==> src/rtl/bcs_pkg.sv <==
// bcs_pkg: shared constants, types and the knot helper of the b-spline sampler
// no dependencies; imported by every module of the block
package bcs_pkg;

   localparam int MAX_POINTS = 64;
   localparam int MAX_ORDER  = 8;
   localparam int ADDR_W     = $clog2(MAX_POINTS);
   localparam int ORDER_W    = 4;
   localparam int COUNT_W    = 7;
   localparam int KNOT_W     = 7;
   localparam int SLOT_W     = 3;
   localparam int COORD_W    = 32;
   localparam int T_W        = 17;
   localparam int FRAC_W     = 16;
   localparam int U_W        = KNOT_W + FRAC_W;
   localparam int BASIS_W    = 31;
   localparam int MUL_W      = 33;
   localparam int PROD_W     = 64;
   localparam int DIVD_W     = 38;
   localparam int DIVS_W     = 7;
   localparam int DIVC_W     = 6;
   localparam int TERM_W     = DIVD_W;
   localparam int ACC_W      = 56;
   localparam int CSR_AW     = 3;
   localparam int CSR_DW     = 32;

   localparam logic [BASIS_W-1:0] ONE_Q30  = BASIS_W'(1) << 30;
   localparam logic [T_W-1:0]     T_ONE    = T_W'(65536);
   localparam logic [ORDER_W-1:0] ORDER_MAX = ORDER_W'(MAX_ORDER);
   localparam logic [COUNT_W-1:0] COUNT_MAX = COUNT_W'(MAX_POINTS);

   localparam logic REG_ORDER = 1'b0;
   localparam logic REG_COUNT = 1'b1;

   localparam logic CMD_WRITE  = 1'b0;
   localparam logic CMD_SAMPLE = 1'b1;

   typedef struct packed {
      logic signed [COORD_W-1:0] z;
      logic signed [COORD_W-1:0] y;
      logic signed [COORD_W-1:0] x;
   } point_type;

   typedef struct packed {
      logic busy;
      logic done;
   } div_status_type;

   // knot numerator over d for the clamped uniform knot vector
   function automatic logic [KNOT_W-1:0] knot_num(input logic [KNOT_W-1:0] idx,
                                                  input logic [ORDER_W-1:0] k,
                                                  input logic [KNOT_W-1:0] n,
                                                  input logic [KNOT_W-1:0] d);
      logic [KNOT_W-1:0] r;
      if (idx < KNOT_W'(k)) begin
         r = '0;
      end else if (idx >= n) begin
         r = d;
      end else begin
         r = idx - KNOT_W'(k) + KNOT_W'(1);
      end
      return r;
   endfunction

endpackage

==> src/rtl/bcs_mul.sv <==
// bcs_mul: shared signed multiplier with a registered product
// depends on bcs_pkg
module bcs_mul
   import bcs_pkg::*;
(
   input  logic                     clock,
   input  logic signed [MUL_W-1:0]  op_a,
   input  logic signed [MUL_W-1:0]  op_b,
   output logic signed [PROD_W-1:0] product
);

   logic signed [2*MUL_W-1:0] full;
   logic signed [PROD_W-1:0]  product_ff;

   assign full = op_a * op_b;

   always_ff @(posedge clock) begin
      product_ff <= full[PROD_W-1:0];
   end

   assign product = product_ff;

endmodule

==> config.mk <==
export PLATFORM = sky130hd
export DESIGN_NAME = bcs_mul
export DESIGN_NICKNAME = d
export VERILOG_FILES = /design/src/rtl/bcs_pkg.sv /design/src/rtl/bcs_mul.sv
export SDC_FILE = /design/constraint.sdc
export NUM_CORES = 2
export LEC_CHECK = 0
export ABC_AREA = 1
export BUFFER_PORTS_ARGS = -buffer_cell sky130_fd_sc_hd__buf_2
export CAP_MARGIN = 20
export CORE_UTILIZATION = 40
export CTS_CLUSTER_SIZE = 30
export DETAILED_ROUTE_END_ITERATION = 7
export HOLD_SLACK_MARGIN = 0.03
export REMOVE_ABC_BUFFERS = 1
export SKIP_LAST_GASP = 1
export SLEW_MARGIN = 20
export SYNTH_ARGS = -nofsm -noshare
export SYNTH_HDL_FRONTEND = slang
export SYNTH_SLANG_ARGS = --single-unit
==> constraint.sdc <==
create_clock -name clock -period 9.49 [get_ports clock]
set_clock_uncertainty 0.1 [all_clocks]
set_input_delay 0.4745 -clock clock [delete_from_list [all_inputs] [get_ports clock]]
set_output_delay 0.4745 -clock clock [all_outputs]
set_load 0.01 [all_outputs]
# Yosys cells after proc, flatten, opt, wreduce, memory -nomap -nowiden
# Cells that the tools add are included.
# Widths: inputs -> output; s select.
[classes]
mul = 1
[ops]
columns = ["cell", "count"]
rows = [
  ["$mul 33x33->64", 1],
]
[word_totals]
word_cells = 2
input_bits = 67
output_inout_bits = 64
reg_bits = 64

# Logic depth before layout (Yosys ltp)
[logic_depth]
depth_word = 1
ltp_mapped = 32
ltp_nobuf = 30

# Worst setup path after synthesis
# No wires, ideal clock.
[synth_timing]
kind = "input -> register"
from = "input op_a[32]"
to = "register product_ff[50] (netlist: product[50])"
n_path_buf = 2
required_time_ns = 9.277
path_slack_ns = 1.953
stages = 26
arrival_ns = 7.324
cell_sequence = "clkbuf_1 clkbuf_1 nand2_1 inv_1 fa_1 fa_1 fa_1 inv_1 fa_1 inv_1 fa_1 fa_1 fa_1 inv_1 fa_1 inv_1 ha_1 nand2_1 nor2_1 inv_1 nor3_2 nand2_1 nor3_2 nand2_1 nand4_1 nand2_1"
[synth_between]
elab_chain_len = 1
[synth_lines]
columns = ["element", "line", "source"]
rows = [
  ["start: declaration", "bcs_mul.sv:7", "input logic signed [MUL_W-1:0] op_a,"],
  ["$mul 33x33->64", "bcs_mul.sv:15", "assign full = op_a * op_b;"],
  ["net full[50]", "bcs_mul.sv:12", "logic signed [2*MUL_W-1:0] full;"],
  ["end signal: assignment", "bcs_mul.sv:18", "product_ff <= full[PROD_W-1:0];"],
  ["end: declaration", "bcs_mul.sv:13", "logic signed [PROD_W-1:0] product_ff;"],
]
# The timed path passes the listed nets, and every way through them passes these cells.

# Final worst setup path
[layout_timing]
from = "input op_a[32]"
to = "register product_ff[63] (netlist: product[63])"
# Same word-level chain as after synthesis.

==> impl_results.md <==
- YS warnings: 0
- Critical Path Sink Type: register
- Setup TNS: 0 ps
- Post-cts resize count: 0
- Seq cells post-synth: 64
- Post-layout min period: 8000 ps
- Top cell type by total area after synthesis: fa_1
- Crit-path max FO: 33
- Starting Density: 0.405
- Top cells by count, synth: 1799 x inv_1, 1431 x nand2_1, 1125 x fa_1, 261 x clkbuf_1, 212 x ha_1
- Post-synthesis compound-gate area fraction: 0.0186
- Number of DRC markers in iteration 0: 1969
- Core Footprint: 0.104 sq mm
- Synth cell types: 32
- Vias in the first global route: 35000
- First-pass GRT wire length: 195000 um
- All-Layer GR Usage: 0.236
- Slew headroom: 0.281
- Root Buffer: clkbuf_16
- Crit-path most repeated cell: fa_1
- Most common cell in the netlist: inv_1
- Worst setup margin: 1490 ps
- Worst Max-Slew Pin Slew: ~1100 ps
- Overall routed net length: between 100000 and 150000 um
- P&R area growth vs syn: 4.68%
- HPWL Detailed: 103000 um
- GP Congestion: just under 1
- Fillers: 10600
- Final instance area: 0.0440 sq mm
- Family with the most delay on the worst path: adder cells
- ANT nets after route: 0
- Largest family of logic cells by synthesized area: adder cells
- Layout net count: 6671
- # clock sinks: 64
- Worst slack, placed: ~1100 ps
- Critical Path Max Stage Delay: 870 ps
- Finished Layout Cells: 6652
- Status: complete, no violations
- Main area contributors after synthesis: fa_1 54%, inv_1 16%, nand2_1 13%, ha_1 6.3%, dfxtp_1 3.0%
- Reg clk slew, reported paths: approximately 60 ps
- Multiplexer share of the synthesized area: 0
- Vias per cell: ~4.8
- Max cap viols: 0
- Worst hold path depth: 3
- Number of flip-flops under the largest register name: 64
- Final setup viols: 0
- Hold Buf Count CTS: 0
- CTS Buf Count: 9
- Slew Viols, Final: 0
- Start point of the worst hold path: op_a[0]
- Rows: 118
- Top cell type's share of synthesized area: 0.536
- DR vias: about 32000
- Worst Setup SP: op_a[32]
- Worst Path Buf+Inv: 7
- Number of port buffers: 130
- Synth Area in Adders: 0.599
- Register area share after synthesis: 0.0305
- Mapped cell area: 0.0420 sq mm
- Post-CTS Setup Bufs: 0
- Residual DRC: 0
- Share of layout cells above drive strength 1: 0.0453
- Startpoint Class: input port
- Number of synthesized flops with an enable pin: 0
- Worst Path Arrival: 8170 ps
- Wire per inst: 17.9 um
- CTS tree: done
- Post-synth top flop: dfxtp_1
- Max Freq: 0.125 GHz
- Post-Synth XOR/XNOR Area: 0.00750
- Syn avg cell area: 7.86 sq um
- # IOs: 131
- Initial antenna violation count: 3
- Post-Place Cells: roughly 6600
- Mapped Cells: between 5000 and 6000
- H-tree levels: 3
- Setup CP Type: in2reg
- Die H: 326 um
- Ys async rst share: 0
- Antenna Cells: 0
- Required @ worst endpoint: 9660 ps
- DRT Pass-1 Iters: 6
- Period utilization: 0.843
- CP max stage cell: fa_1
- Synth Area in Simple Gates: 0.160
- WHS Endpoint: product[0]
- Final hold vios: 0
- Dpl cell area: between 0.04 and 0.05 sq mm
- Die X: 326 um
- Hold WC Path Type: in2reg
- DIE AREA: 0.106 sq mm
- RSZ-0062 raised after global routing: false
- Max clock buf depth: 2
- Largest net degree at the start of global routing: 36
- GR Overflow Total: 0
[layout by cell type, fill, tap and decap left out, drive strengths merged, types with 6 or more instances in the layout]
cell    netlist  layout
dfxtp        64      64
nand4        20      20
o21ai        43      43
fa         1125    1125
nor3         10      10
a21oi        76      76
nor2        148     148
nand2      1446    1446
buf           2     170
xor2         31      31
clkbuf      261      10
ha          212     212
inv        1799    1800
o21bai       18      18
nand3        72      72
or2           6       6
[worst max-delay path by stage]
| stage | end | slack [ps] | depth (start not counted) |
|---|---|---|---|
| after global routing | product[62] | 980 | 28 |
| after detailed placement | product[63] | 1060 | 27 |
| after global placement | product[63] | 1160 | 25 |
| final | product[63] | 1490 | 25 |
| after floorplan | product[50] | 2400 | 24 |
| after CTS | product[63] | 1460 | 27 |
[per-layer routing]
metal / track usage / wire (um)
met2: 0.417 / 59900
met5: 0 / 0
met4: 0.0538 / 2610
met3: 0.0183 / 5300
met1: 0.314 / 51500
[area by class of cell]
class                      instances  area [sq um]  area share
tap                             1380          1730      0.0392
multi-input combinational       3222         33000       0.750
clock inverter                     6          42.5    0.000967
inverter                        1800          6760       0.154
clock buffer                      10           239     0.00543
sequential                        64          1280      0.0291
timing repair buffer             170           951      0.0216
[kinds of logic after synthesis]
kind of cell,count (synthesis)
buffers and inverters,2063
AND/OR/NAND/NOR,1706
adder cells (fa/ha/maj),1337
AO/OA/AOI/OAI,143
flip-flops,64
XOR/XNOR,36
[through the flow]
| stage | utilization | hold slack (ps) |
|---|---|---|
| after detailed placement | 0.421 | 766 |
| after CTS | 0.424 | 576 |
| after floorplan | - | 468 |
| after global placement | 0.421 | 769 |
| final | 0.424 | 604 |
| after global routing | 0.424 | 603 |
Power is not shown: default switching activity piles up to over one toggle a cycle in this logic, so the estimate is an artifact.
