<file path="src/rtl/bcs_pkg.sv">
// bcs_pkg: shared constants, types and the knot helper of the b-spline sampler
// no dependencies; imported by every module of the block
package bcs_pkg;

   localparam int MAX_POINTS = 64;
   localparam int MAX_ORDER  = 8;
   localparam int ADDR_W     = $clog2(MAX_POINTS);
   localparam int ORDER_W    = 4;
   localparam int COUNT_W    = 7;
   localparam int KNOT_W     = 7;
   localparam int SLOT_W     = 3;
   localparam int COORD_W    = 32;
   localparam int T_W        = 17;
   localparam int FRAC_W     = 16;
   localparam int U_W        = KNOT_W + FRAC_W;
   localparam int BASIS_W    = 31;
   localparam int MUL_W      = 33;
   localparam int PROD_W     = 64;
   localparam int DIVD_W     = 38;
   localparam int DIVS_W     = 7;
   localparam int DIVC_W     = 6;
   localparam int TERM_W     = DIVD_W;
   localparam int ACC_W      = 56;
   localparam int CSR_AW     = 3;
   localparam int CSR_DW     = 32;

   localparam logic [BASIS_W-1:0] ONE_Q30  = BASIS_W'(1) << 30;
   localparam logic [T_W-1:0]     T_ONE    = T_W'(65536);
   localparam logic [ORDER_W-1:0] ORDER_MAX = ORDER_W'(MAX_ORDER);
   localparam logic [COUNT_W-1:0] COUNT_MAX = COUNT_W'(MAX_POINTS);

   localparam logic REG_ORDER = 1'b0;
   localparam logic REG_COUNT = 1'b1;

   localparam logic CMD_WRITE  = 1'b0;
   localparam logic CMD_SAMPLE = 1'b1;

   typedef struct packed {
      logic signed [COORD_W-1:0] z;
      logic signed [COORD_W-1:0] y;
      logic signed [COORD_W-1:0] x;
   } point_type;

   typedef struct packed {
      logic busy;
      logic done;
   } div_status_type;

   // knot numerator over d for the clamped uniform knot vector
   function automatic logic [KNOT_W-1:0] knot_num(input logic [KNOT_W-1:0] idx,
                                                  input logic [ORDER_W-1:0] k,
                                                  input logic [KNOT_W-1:0] n,
                                                  input logic [KNOT_W-1:0] d);
      logic [KNOT_W-1:0] r;
      if (idx < KNOT_W'(k)) begin
         r = '0;
      end else if (idx >= n) begin
         r = d;
      end else begin
         r = idx - KNOT_W'(k) + KNOT_W'(1);
      end
      return r;
   endfunction

endpackage

</file>
<file path="src/rtl/bcs_div.sv">
// bcs_div: restoring divider, one quotient bit per cycle
// depends on bcs_pkg; divides the scaled basis product by a knot span
module bcs_div
   import bcs_pkg::*;
(
   input  logic              clock,
   input  logic              reset,
   input  logic              start,
   input  logic [DIVD_W-1:0] dividend,
   input  logic [DIVS_W-1:0] divisor,
   output div_status_type    status,
   output logic [DIVD_W-1:0] quotient
);

   logic [DIVD_W-1:0] quo_ff, quo_in;
   logic [DIVS_W-1:0] rem_ff, rem_in;
   logic [DIVS_W-1:0] dvs_ff, dvs_in;
   logic [DIVC_W-1:0] cnt_ff, cnt_in;
   logic              busy_ff, busy_in;
   logic              done_ff, done_in;
   logic [DIVS_W:0]   trial;

   always_comb begin
      quo_in  = quo_ff;
      rem_in  = rem_ff;
      dvs_in  = dvs_ff;
      cnt_in  = cnt_ff;
      busy_in = busy_ff;
      done_in = 1'b0;
      trial   = {rem_ff, quo_ff[DIVD_W-1]};
      if (start) begin
         quo_in  = dividend;
         rem_in  = '0;
         dvs_in  = divisor;
         cnt_in  = DIVC_W'(DIVD_W);
         busy_in = 1'b1;
      end else if (busy_ff) begin
         if (trial >= {1'b0, dvs_ff}) begin
            rem_in = DIVS_W'(trial - {1'b0, dvs_ff});
            quo_in = {quo_ff[DIVD_W-2:0], 1'b1};
         end else begin
            rem_in = trial[DIVS_W-1:0];
            quo_in = {quo_ff[DIVD_W-2:0], 1'b0};
         end
         cnt_in = cnt_ff - DIVC_W'(1);
         if (cnt_ff == DIVC_W'(1)) begin
            busy_in = 1'b0;
            done_in = 1'b1;
         end
      end
   end

   always_ff @(posedge clock) begin
      quo_ff <= quo_in;
      rem_ff <= rem_in;
      dvs_ff <= dvs_in;
      cnt_ff <= cnt_in;
   end

   always_ff @(posedge clock) begin
      if (reset) begin
         busy_ff <= 1'b0;
         done_ff <= 1'b0;
      end else begin
         busy_ff <= busy_in;
         done_ff <= done_in;
      end
   end

   assign status.busy = busy_ff;
   assign status.done = done_ff;
   assign quotient    = quo_ff;

endmodule

</file>
<file path="config.mk">
export PLATFORM = sky130hd
export DESIGN_NAME = bcs_div
export DESIGN_NICKNAME = d
export VERILOG_FILES = /design/src/rtl/bcs_pkg.sv /design/src/rtl/bcs_div.sv
export SDC_FILE = /design/constraint.sdc
export NUM_CORES = 1
export LEC_CHECK = 0
export BUFFER_PORTS_ARGS = -buffer_cell sky130_fd_sc_hd__buf_2
export CAP_MARGIN = 0
export CORE_MARGIN = 4
export CORE_UTILIZATION = 45
export CTS_CLUSTER_DIAMETER = 100
export DETAILED_ROUTE_END_ITERATION = 12
export GPL_TIMING_DRIVEN = 1
export MAX_ROUTING_LAYER = met4
export PLACE_DENSITY = 0.71
export SYNTH_ARGS = -nofsm -noshare
export SYNTH_HDL_FRONTEND = slang
export SYNTH_SLANG_ARGS = --single-unit
</file>
<file path="constraint.sdc">
create_clock -name clock -period 2.33 [get_ports clock]
set_input_delay 0.3495 -clock clock [delete_from_list [all_inputs] [get_ports clock]]
set_output_delay 0.3495 -clock clock [all_outputs]
set_load 0.02 [all_outputs]
</file>
# Word level (Yosys, flattened, before mapping)
# Cells that the tools add are included.
# Widths: inputs -> output; s select.
[word_totals]
regBits = 60
inputBits = 48
output_inout_bits = 40
wordCells = 21
[op_classes]
add_sub_neg = 2
magnitude_cmp = 1
eq_ne = 1
muxes = 8
bitwise_logic = 1
n_reduce_logical = 2
[ops]
columns = ["cell", "n"]
rows = [
  ["$mux 38", 2],
  ["$ge 8x7->1", 1],
  ["$mux 7", 1],
  ["$sub 7x7->7", 1],
  ["$eq 6x1->1 const B", 1],
  ["$sub 6x1->6 const B", 1],
  ["$mux 1", 5],
  ["$reduce_or 3->1", 1],
  ["$reduce_bool 2->1", 1],
  ["$not 1->1", 1],
]

# Logic depth before layout (Yosys ltp)
# Gate-level depths: netlist of run 1.
[logic_depth]
ltp_word = 4
mapped_depth = 8
mapped_depth_nobuf = 7

# Least setup slack after synthesis of run 1
# No wires, ideal clock.
[synth_timing]
kind = "register -> register"
start = "register quo_ff[37] (netlist: quotient[37])"
end = "register rem_ff[3]"
setup_ps = 115
arrival_ps = 2081
t_required_ps = 2215
path_slack_ps = 134
path_stages_with_launch = 8
path_buffers = 0
period_less_slack_ps = 2196
cell_sequence = "edfxtp_1 inv_1 ha_1 fa_1 nand2b_2 a211o_4 a41o_1 a31o_1"
[synth_between]
elab_chain_cells = 2
word_cells_on_any_way = 3
cone_classes = "1 x add/sub; 1 x order compare; 1 x mux"
[synth_lines]
columns = ["element", "line", "text"]
rows = [
  ["from (decl)", "bcs_div.sv:15", "logic [DIVD_W-1:0] quo_ff, quo_in;"],
  ["from (signal assigned)", "bcs_div.sv:54", "quo_ff <= quo_in;"],
  ["$sub 7x7->7 / $ge 8x7->1 (equally long branches)", "bcs_div.sv:39, bcs_div.sv:38", ""],
  ["$mux 7 (*)", "bcs_div.sv:38", "if (trial >= {1'b0, dvs_ff}) begin"],
  ["to (signal assigned)", "bcs_div.sv:55", "rem_ff <= rem_in;"],
  ["to (decl)", "bcs_div.sv:16", "logic [DIVS_W-1:0] rem_ff, rem_in;"],
]
# Every way passes the cells marked *; elsewhere a longest branch is shown, timed or not.
# A chain may end at the register's enable or synchronous reset.

# Final worst setup path of run 1
[layout_timing]
start = "register quo_ff[37] (netlist: quotient[37])"
end = "register rem_ff[4]"
# The elaborated chain is that of the path after synthesis.

==> impl_metrics.ini, run 1 <==
[sta]
tightest_slew_ns = 0.537
relSlewSlack = 0.637
fin_worst_skew_ns = 0.00291
setup_tns_ns = 0
period_minus_slack_ns = 2.16
rsz0062_at_grt = false
max_freq_ghz = 0.464
setup_viol_count_final = 0
hold_viol_final = 0
fin_crit_sh = 0.925
drv_slew = 0

[yosys]
synth.area.top_cells = edfxtp_1, mux2_2, dfxtp_1
ys.flop_type = edfxtp_1
synthCells = 232
yosys.area.top_type = edfxtp_1
netlist.area_leader.share = 0.446
yosysMostFrequentCell = edfxtp_1
yosysSeqAreaShare = 0.545
synthTopCellsByCount = edfxtp_1, mux2_2, dfxtp_1
syn_nets = 290
synth-edff-count = 45
yosysWarningCount = 0
synth_seq_cells = 60
syn_area_sq_um = 3030
async_flop_share = 0
synth_cell_type_count = 52
avgSynthCellArea_sq_um = 13.1

[routing]
ant_nets = 0
dr_wl_met3_um = 379
dr_total_vias = 2097
wire_per_inst_um = 14.9
drc = 0
dr.max_layer_used = met4
wl_mm = 5.99
via_per_inst = 5.23
drt_pass1_iterations = 4
drtIter0Drc = 118
route.met2.wl_mm = 2.97
met1Wirelength_mm = 2.57

[critical_path]
end_kind = flop
worstSetupStartpointType = flop
path_max_fanout = 6
critPathSlowestCell = fa_1
critPathKind = reg -> reg
max_stage_delay_ns = 0.38
reg2regPathDepth = 7
worstPathRequired_ns = 2.56
path_cells = inv_1, ha_1, fa_1, nand2b_2, a211o_4, a41o_1, a31o_1
worstPathArrival_ns = 2.38

[cts]
clk_pin_slew_ns = 0.06
clk_latency_ns = 0.33
cts_hold_repair.buffers = 0
htreeDepth = 3
cts_buffers = 9
cts_root_buffer = clkbuf_8
cts_tree = done
clockBufferDepth = 2
cts_sinks = 60
cts_resized = 0
cts_setup_buffers = 0

[pwr]
irDropWorstVdd_v = 0.000403
powerDensity_nw_per_um2 = 726
p_leak_nw = 1.58
p_total_mw = 2.69

[global_route]
antenna_found_initial = 0
grt_max_degree = 34
track_usage = 0.159
grt_overflow = 0
grt_pass1_vias = 2040
grt_pass1_wl_mm = 9.87

[layout]
drive_above_1_share = 0.481
num-fill-cells = 550
syn_to_final_growth_pct = 22.2
fin_cells = 401
num_antenna_cells = 0
fin_nets = 378

[worst_hold_path]
whs_path_depth = 2
hold_class = in -> reg

[die]
core_region_area_sq_um = 6460
die_h_um = 90.0
row_count = 29
dieArea_sq_um = 8110
initial_core_util = 0.469
pin_count = 88
dieWidth_um = 90.0

[placed_design]
routabilityCongestion = 0.807
placedCellCount = 386
port-buffer-count = 87
dpl.hpwl_mm = 4.42

[status]
status = finished clean

[job]
cap_violations = 0
[state kept, by name (all words and copies together) (netlist names)]
register	count
busy_ff	1
cnt_ff	6
done_ff	1
dvs_ff	7
quotient	38
rem_ff	7
[where the power goes]
part           switching (mW)  internal (mW)
Sequential             0.0476           1.26
Combinational           0.285          0.219
Clock                   0.393          0.478
[layer usage]
| metal | GRT usage | vias to the layer above |
|---|---|---|
| met5 | - | - |
| met4 | 0.0497 | 0 |
| met3 | 0.0609 | 9 |
| met2 | 0.242 | 65 |
| met1 | 0.195 | 977 |
| li1 | - | 1046 |
[per-stage QoR]
| step | cell area [sq um] | util | setup slack [ns] | hold slack (ns) |
|---|---|---|---|---|
| final | 3700 | 0.573 | 0.175 | 0.189 |
| after detailed placement | 3520 | 0.545 | 0.165 | 0.500 |
| after CTS | 3700 | 0.573 | 0.162 | 0.166 |
| after global placement | 3520 | 0.545 | 0.225 | 0.489 |
| after floorplan | 3030 | - | 0.134 | 0.422 |
| after global routing | 3700 | 0.573 | 0.0658 | 0.160 |
[layout by cell type, fill, tap and decap left out, types with 2 or more instances in the layout]
master / n
a31o_1: 2
a21oi_1: 2
or2_2: 2
o311ai_1: 3
nor3_1: 3
a41o_1: 2
nor3b_1: 7
ha_1: 9
a311oi_1: 2
xor2_1: 2
or3b_2: 2
clkinv_2: 3
xnor2_1: 4
nor2_1: 14
buf_12: 2
a41oi_1: 2
edfxtp_1: 45
mux2_2: 38
nand2_1: 11
inv_1: 12
and2b_2: 2
o31ai_1: 3
dfxtp_1: 15
buf_4: 2
nand3_1: 2
nand2b_1: 5
buf_2: 87
o21ai_0: 3
clkbuf_8: 9
nand2b_2: 2
a211oi_2: 2
[area by class of cell]
type / count / area (sq um) / share of cell area
flip-flops and latches: 60 / 1650 / 0.446
multi-input cells: 146 / 1240 / 0.335
repair buffers: 91 / 490 / 0.132
clock buffers: 9 / 124 / 0.0335
well taps: 77 / 96.3 / 0.0260
clock inverters: 6 / 56.3 / 0.0152
inverters: 12 / 45.0 / 0.0122
[critical path: cells and delay by family, from the launching register on]
kind	cells	cell delay [ns]
AO/OA/AOI/OAI	3	0.79
adder cells (fa/ha/maj)	2	0.60
buffers and inverters	1	0.05
flip-flops	1	0.37
AND/OR/NAND/NOR	1	0.24
[worst paths after layout]
| path | endpoint | startpoint | slack (ns) |
|---|---|---|---|
| worst max-delay path | rem_ff[4]$_SDFFE_PP0P_ | quotient[37]$_DFFE_PP_ | 0.17 |
| worst min-delay path | busy_ff$_SDFF_PP0_ | reset | 0.19 |
| worst max register to register | rem_ff[4]$_SDFFE_PP0P_ | quotient[37]$_DFFE_PP_ | 0.17 |
| worst min register to register | cnt_ff[1]$_SDFFE_PP1P_ | cnt_ff[1]$_SDFFE_PP1P_ | 0.52 |
[cells by family (layout without fill, tap and decap cells)]
kind of cell / count (synthesis) / count (layout) / share of synthesized area
XOR/XNOR: 6 / 6 / 0.0173
buffers and inverters: 26 / 118 / 0.0458
AND/OR/NAND/NOR: 60 / 60 / 0.117
AO/OA/AOI/OAI: 32 / 32 / 0.0896
adder cells (fa/ha/maj): 10 / 10 / 0.0438
flip-flops: 60 / 60 / 0.545
multiplexers: 38 / 38 / 0.141
No activity file was read; power rests on OpenSTA's default activity.
==> inputs of run 2 (changes only) <==
--- a/config.mk
+++ b/config.mk
@@ -5,7 +5,7 @@
 export SDC_FILE = /design/constraint.sdc
 export NUM_CORES = 1
 export LEC_CHECK = 0
-export BUFFER_PORTS_ARGS = -buffer_cell sky130_fd_sc_hd__buf_2
+export BUFFER_PORTS_ARGS = -buffer_cell sky130_fd_sc_hd__buf_4
 export CAP_MARGIN = 0
 export CORE_MARGIN = 4
 export CORE_UTILIZATION = 45
==> impl_metrics.ini, run 2 (synthesis results as in run 1) <==
[critical_path]
worstPathArrival_ns = 2.38
critPathKind = reg -> reg
worstSetupStartpointType = flop
worstPathRequired_ns = 2.55
rrSetupSlack_ns = 0.17
path_max_fanout = 6
end_kind = flop

[placed_design]
routabilityCongestion = 0.780
place_ws_ns = 0.168
placedCellCount = 387
port-buffer-count = 87
dpl.hpwl_mm = 4.55
placed_area_sq_um = 3750

[routing]
drtIter0Drc = 114
via_per_inst = 5.25
dr_wl_met3_um = 343
route.met2.wl_mm = 2.95
drt_pass1_iterations = 4
dr.max_layer_used = met4
drc = 0
wl_mm = 6.26
ant_nets = 0
wire_per_inst_um = 15.6
dr_total_vias = 2111
met1Wirelength_mm = 2.86

[cts]
cts_tree = done
htreeDepth = 3
cts_sinks = 60
cts_hold_repair.buffers = 0
cts_setup_buffers = 0
cts_root_buffer = clkbuf_8
cts_buffers = 9
clockBufferDepth = 2
clk_pin_slew_ns = 0.06
clk_latency_ns = 0.33
cts_resized = 0

[sta]
setup_tns_ns = 0
fin_crit_sh = 0.926
drv_slew = 0
period_minus_slack_ns = 2.16
relSlewSlack = 0.629
rsz0062_at_grt = false
tightest_slew_ns = 0.548
fin_worst_skew_ns = 0.00986
setup_slack_ns = 0.172
hold_viol_final = 0
setup_viol_count_final = 0
hold_ws_ns = 0.181
max_freq_ghz = 0.463

[layout]
fin_util = 0.608
drive_above_1_share = 0.477
num_antenna_cells = 0
fin_cells = 402
syn_to_final_growth_pct = 29.7
layout_common_cells = buf_4, edfxtp_1, mux2_2, dfxtp_1, nor2_1
final_common_cell = buf_4
fin_nets = 379
final_cell_area_sq_um = 3930
largest_reg_flops = 38

[pwr]
p_leak_nw = 1.65
powerDensity_nw_per_um2 = 701
irDropWorstVdd_v = 0.000348
p_total_mw = 2.75

[die]
pin_count = 88
dieArea_sq_um = 8110
core_region_area_sq_um = 6460
initial_core_util = 0.469
die_h_um = 90.0
row_count = 29
dieWidth_um = 90.0

[worst_hold_path]
hold_class = in -> reg

[global_route]
antenna_found_initial = 0
track_usage = 0.158
grt_pass1_wl_mm = 10.1
grt_overflow = 0
grt_pass1_vias = 2076
grt_max_degree = 37

[job]
cap_violations = 0

[status]
status = finished clean
[run 2: cell count changes in the layout (fill, tap and decap cells not counted), sizes merged]
cell / previous run / this run
clkinvlp: 1 / 2
clkinv: 4 / 3
buf: 91 / 92
[run 2: path summary, 6_finish.rpt]
path,start,to,depth (start not counted)
max,quotient[37]$_DFFE_PP_,rem_ff[3]$_SDFFE_PP0P_,7
min reg2reg,rem_ff[2]$_SDFFE_PP0P_,rem_ff[2]$_SDFFE_PP0P_,2
min,reset,busy_ff$_SDFF_PP0_,2
max reg2reg,quotient[37]$_DFFE_PP_,rem_ff[3]$_SDFFE_PP0P_,7
[run 2: layout make-up]
cell class / count / area [sq um]
timing repair buffer: 92 / 716
multi-input combinational: 146 / 1240
inverter: 12 / 45.0
tap: 77 / 96.3
clock buffer: 9 / 124
clock inverter: 6 / 56.3
fill: 552 / 2530
sequential: 60 / 1650
[run 2: routing by layer]
layer,vias up,global-route usage
met5,-,-
met4,0,0.0612
met3,10,0.0417
met2,58,0.246
met1,994,0.197
li1,1049,-
[run 2: power by group]
part,leakage (nW),switching [mW],internal [mW],total [mW]
Combinational,0.991,0.285,0.280,0.564
Sequential,0.573,0.0533,1.26,1.32
Clock,0.0838,0.396,0.476,0.872
[run 2: worst max-delay path, stage by stage (launching register included)]
cell and delay [ns]:
edfxtp_1 0.37, inv_1 0.06, ha_1 0.22, fa_1 0.37, nand2b_2 0.24, a211o_4 0.38, a41o_1 0.24, a31o_1 0.18
==> inputs of run 3 (changes only) <==
--- a/config.mk
+++ b/config.mk
@@ -14,6 +14,7 @@
 export GPL_TIMING_DRIVEN = 1
 export MAX_ROUTING_LAYER = met4
 export PLACE_DENSITY = 0.71
+export REMOVE_ABC_BUFFERS = 1
 export SYNTH_ARGS = -nofsm -noshare
 export SYNTH_HDL_FRONTEND = slang
 export SYNTH_SLANG_ARGS = --single-unit
==> impl_metrics.ini, run 3 (synthesis results as in run 1) <==
[status]
status = finished clean

[layout]
num_antenna_cells = 0
syn_to_final_growth_pct = 29.5
seq_area_sq_um = 1650
largest_reg_flops = 38
final_common_cell = buf_4
fin_util = 0.607
multi_input_area_sq_um = 1240
fin_cells = 402
num-fill-cells = 548
drive_above_1_share = 0.474
layout_common_cells = buf_4, edfxtp_1, mux2_2, dfxtp_1, nor2_1
fin_nets = 379

[global_route]
grt_pass1_wl_mm = 10.8
grt_pass1_vias = 2241
track_usage = 0.170
grt_max_degree = 39
antenna_found_initial = 0
grt_overflow = 0

[sta]
tightest_slew_ns = 0.617
hold_ws_ns = 0.191
max_freq_ghz = 0.465
rsz0062_at_grt = false
setup_tns_ns = 0
hold_viol_final = 0
fin_crit_sh = 0.923
setup_viol_count_final = 0
period_minus_slack_ns = 2.15
fin_worst_skew_ns = 0.00943
relSlewSlack = 0.583
drv_slew = 0

[critical_path]
max_stage_delay_ns = 0.38
worstPathArrival_ns = 2.37
critPathSlowestCell = fa_1
path_max_fanout = 6
crit_family = compound AO/OA/AOI/OAI gates
critPathKind = reg -> reg
worstSetupStartpointType = flop
timing.rr.start = quotient[37]$_DFFE_PP_
path_cells = inv_1, ha_1, fa_1, nand2b_2, a211o_4, a41o_1, a31o_1
reg2regPathDepth = 7
worstPathRequired_ns = 2.55
rrSetupSlack_ns = 0.18
critPathLaunch = quotient[37]$_DFFE_PP_
rr_endpoint = rem_ff[4]$_SDFFE_PP0P_
end_kind = flop
path_buf_inv = 1

[cts]
cts_hold_repair.buffers = 0
cts_tree = done
cts_root_buffer = clkbuf_8
cts_setup_buffers = 0
htreeDepth = 3
clockBufferDepth = 2
clk_pin_slew_ns = 0.06
cts_sinks = 60
cts_buffers = 9
clk_latency_ns = 0.32
cts_resized = 0

[routing]
ant_nets = 0
drc = 0
wire_per_inst_um = 16.2
drtIter0Drc = 95
via_per_inst = 5.24
dr_total_vias = 2108
drt_pass1_iterations = 4
wl_mm = 6.50

[pwr]
swShare = 0.261
irDropWorstVdd_v = 0.000545
clkPwrFrac = 0.312
p_leak_nw = 1.65
powerDensity_nw_per_um2 = 699
internal-power_mw = 2.03
power_frac_seq = 0.482
pwr-share-comb = 0.206
switching_power_mw = 0.716

[worst_hold_path]
hold_end = busy_ff$_SDFF_PP0_
whs_path_depth = 2
hp-start = reset
hold_class = in -> reg

[placed_design]
port-buffer-count = 87
dpl.hpwl_mm = 4.84
routabilityCongestion = 0.829
placedCellCount = 387

[die]
row_count = 29
initial_core_util = 0.469
dieArea_sq_um = 8110
dieWidth_um = 90.0
pin_count = 88
core_region_area_sq_um = 6460
die_h_um = 90.0

[job]
cap_violations = 0
[run 3: layer usage]
layer / routed length [um] / vias up / GRT usage
met5: 0 / - / -
met4: 48 / 0 / 0.0536
met3: 507 / 5 / 0.0609
met2: 3010 / 67 / 0.255
met1: 2930 / 993 / 0.216
li1: - / 1043 / -
[run 3: how the worst max path moves through the flow]
| stage | endpoint | slack, ns | cells past startpoint |
|---|---|---|---|
| after floorplan | rem_ff[3]$_SDFFE_PP0P_ | 0.13 | 7 |
| after global placement | rem_ff[3]$_SDFFE_PP0P_ | 0.22 | 7 |
| after detailed placement | rem_ff[4]$_SDFFE_PP0P_ | 0.17 | 7 |
| after CTS | rem_ff[4]$_SDFFE_PP0P_ | 0.17 | 7 |
| after global routing | rem_ff[4]$_SDFFE_PP0P_ | 0.07 | 7 |
| final | rem_ff[4]$_SDFFE_PP0P_ | 0.18 | 7 |
[run 3: final cells by class]
| class | instances | area share |
|---|---|---|
| clock buffers | 11 | 0.0335 |
| repair buffers | 92 | 0.183 |
| clock inverters | 4 | 0.0108 |
| flip-flops and latches | 60 | 0.421 |
| multi-input cells | 146 | 0.316 |
| inverters | 12 | 0.0115 |
| well taps | 77 | 0.0246 |
[run 3: metrics by stage]
stage / cell area [sq um] / total power, mW / setup WS, ns
3_3_place_gp: 3750 / 1.90 / 0.221
4_1_cts: 3920 / 2.78 / 0.175
6_report: 3920 / 2.74 / 0.181
3_5_place_dp: 3750 / 1.91 / 0.173
2_1_floorplan: 2940 / 1.65 / 0.134
5_1_grt: 3920 / 2.89 / 0.0712
[run 3: power by group through the flow]
stage          Combinational [mW]  Clock, mW  Sequential, mW
3_3_place_gp                0.560          0            1.34
3_5_place_dp                0.569          0            1.34
5_1_grt                     0.612      0.941            1.33
2_1_floorplan               0.222          0            1.43
6_report                    0.565      0.854            1.32
4_1_cts                     0.569      0.889            1.32
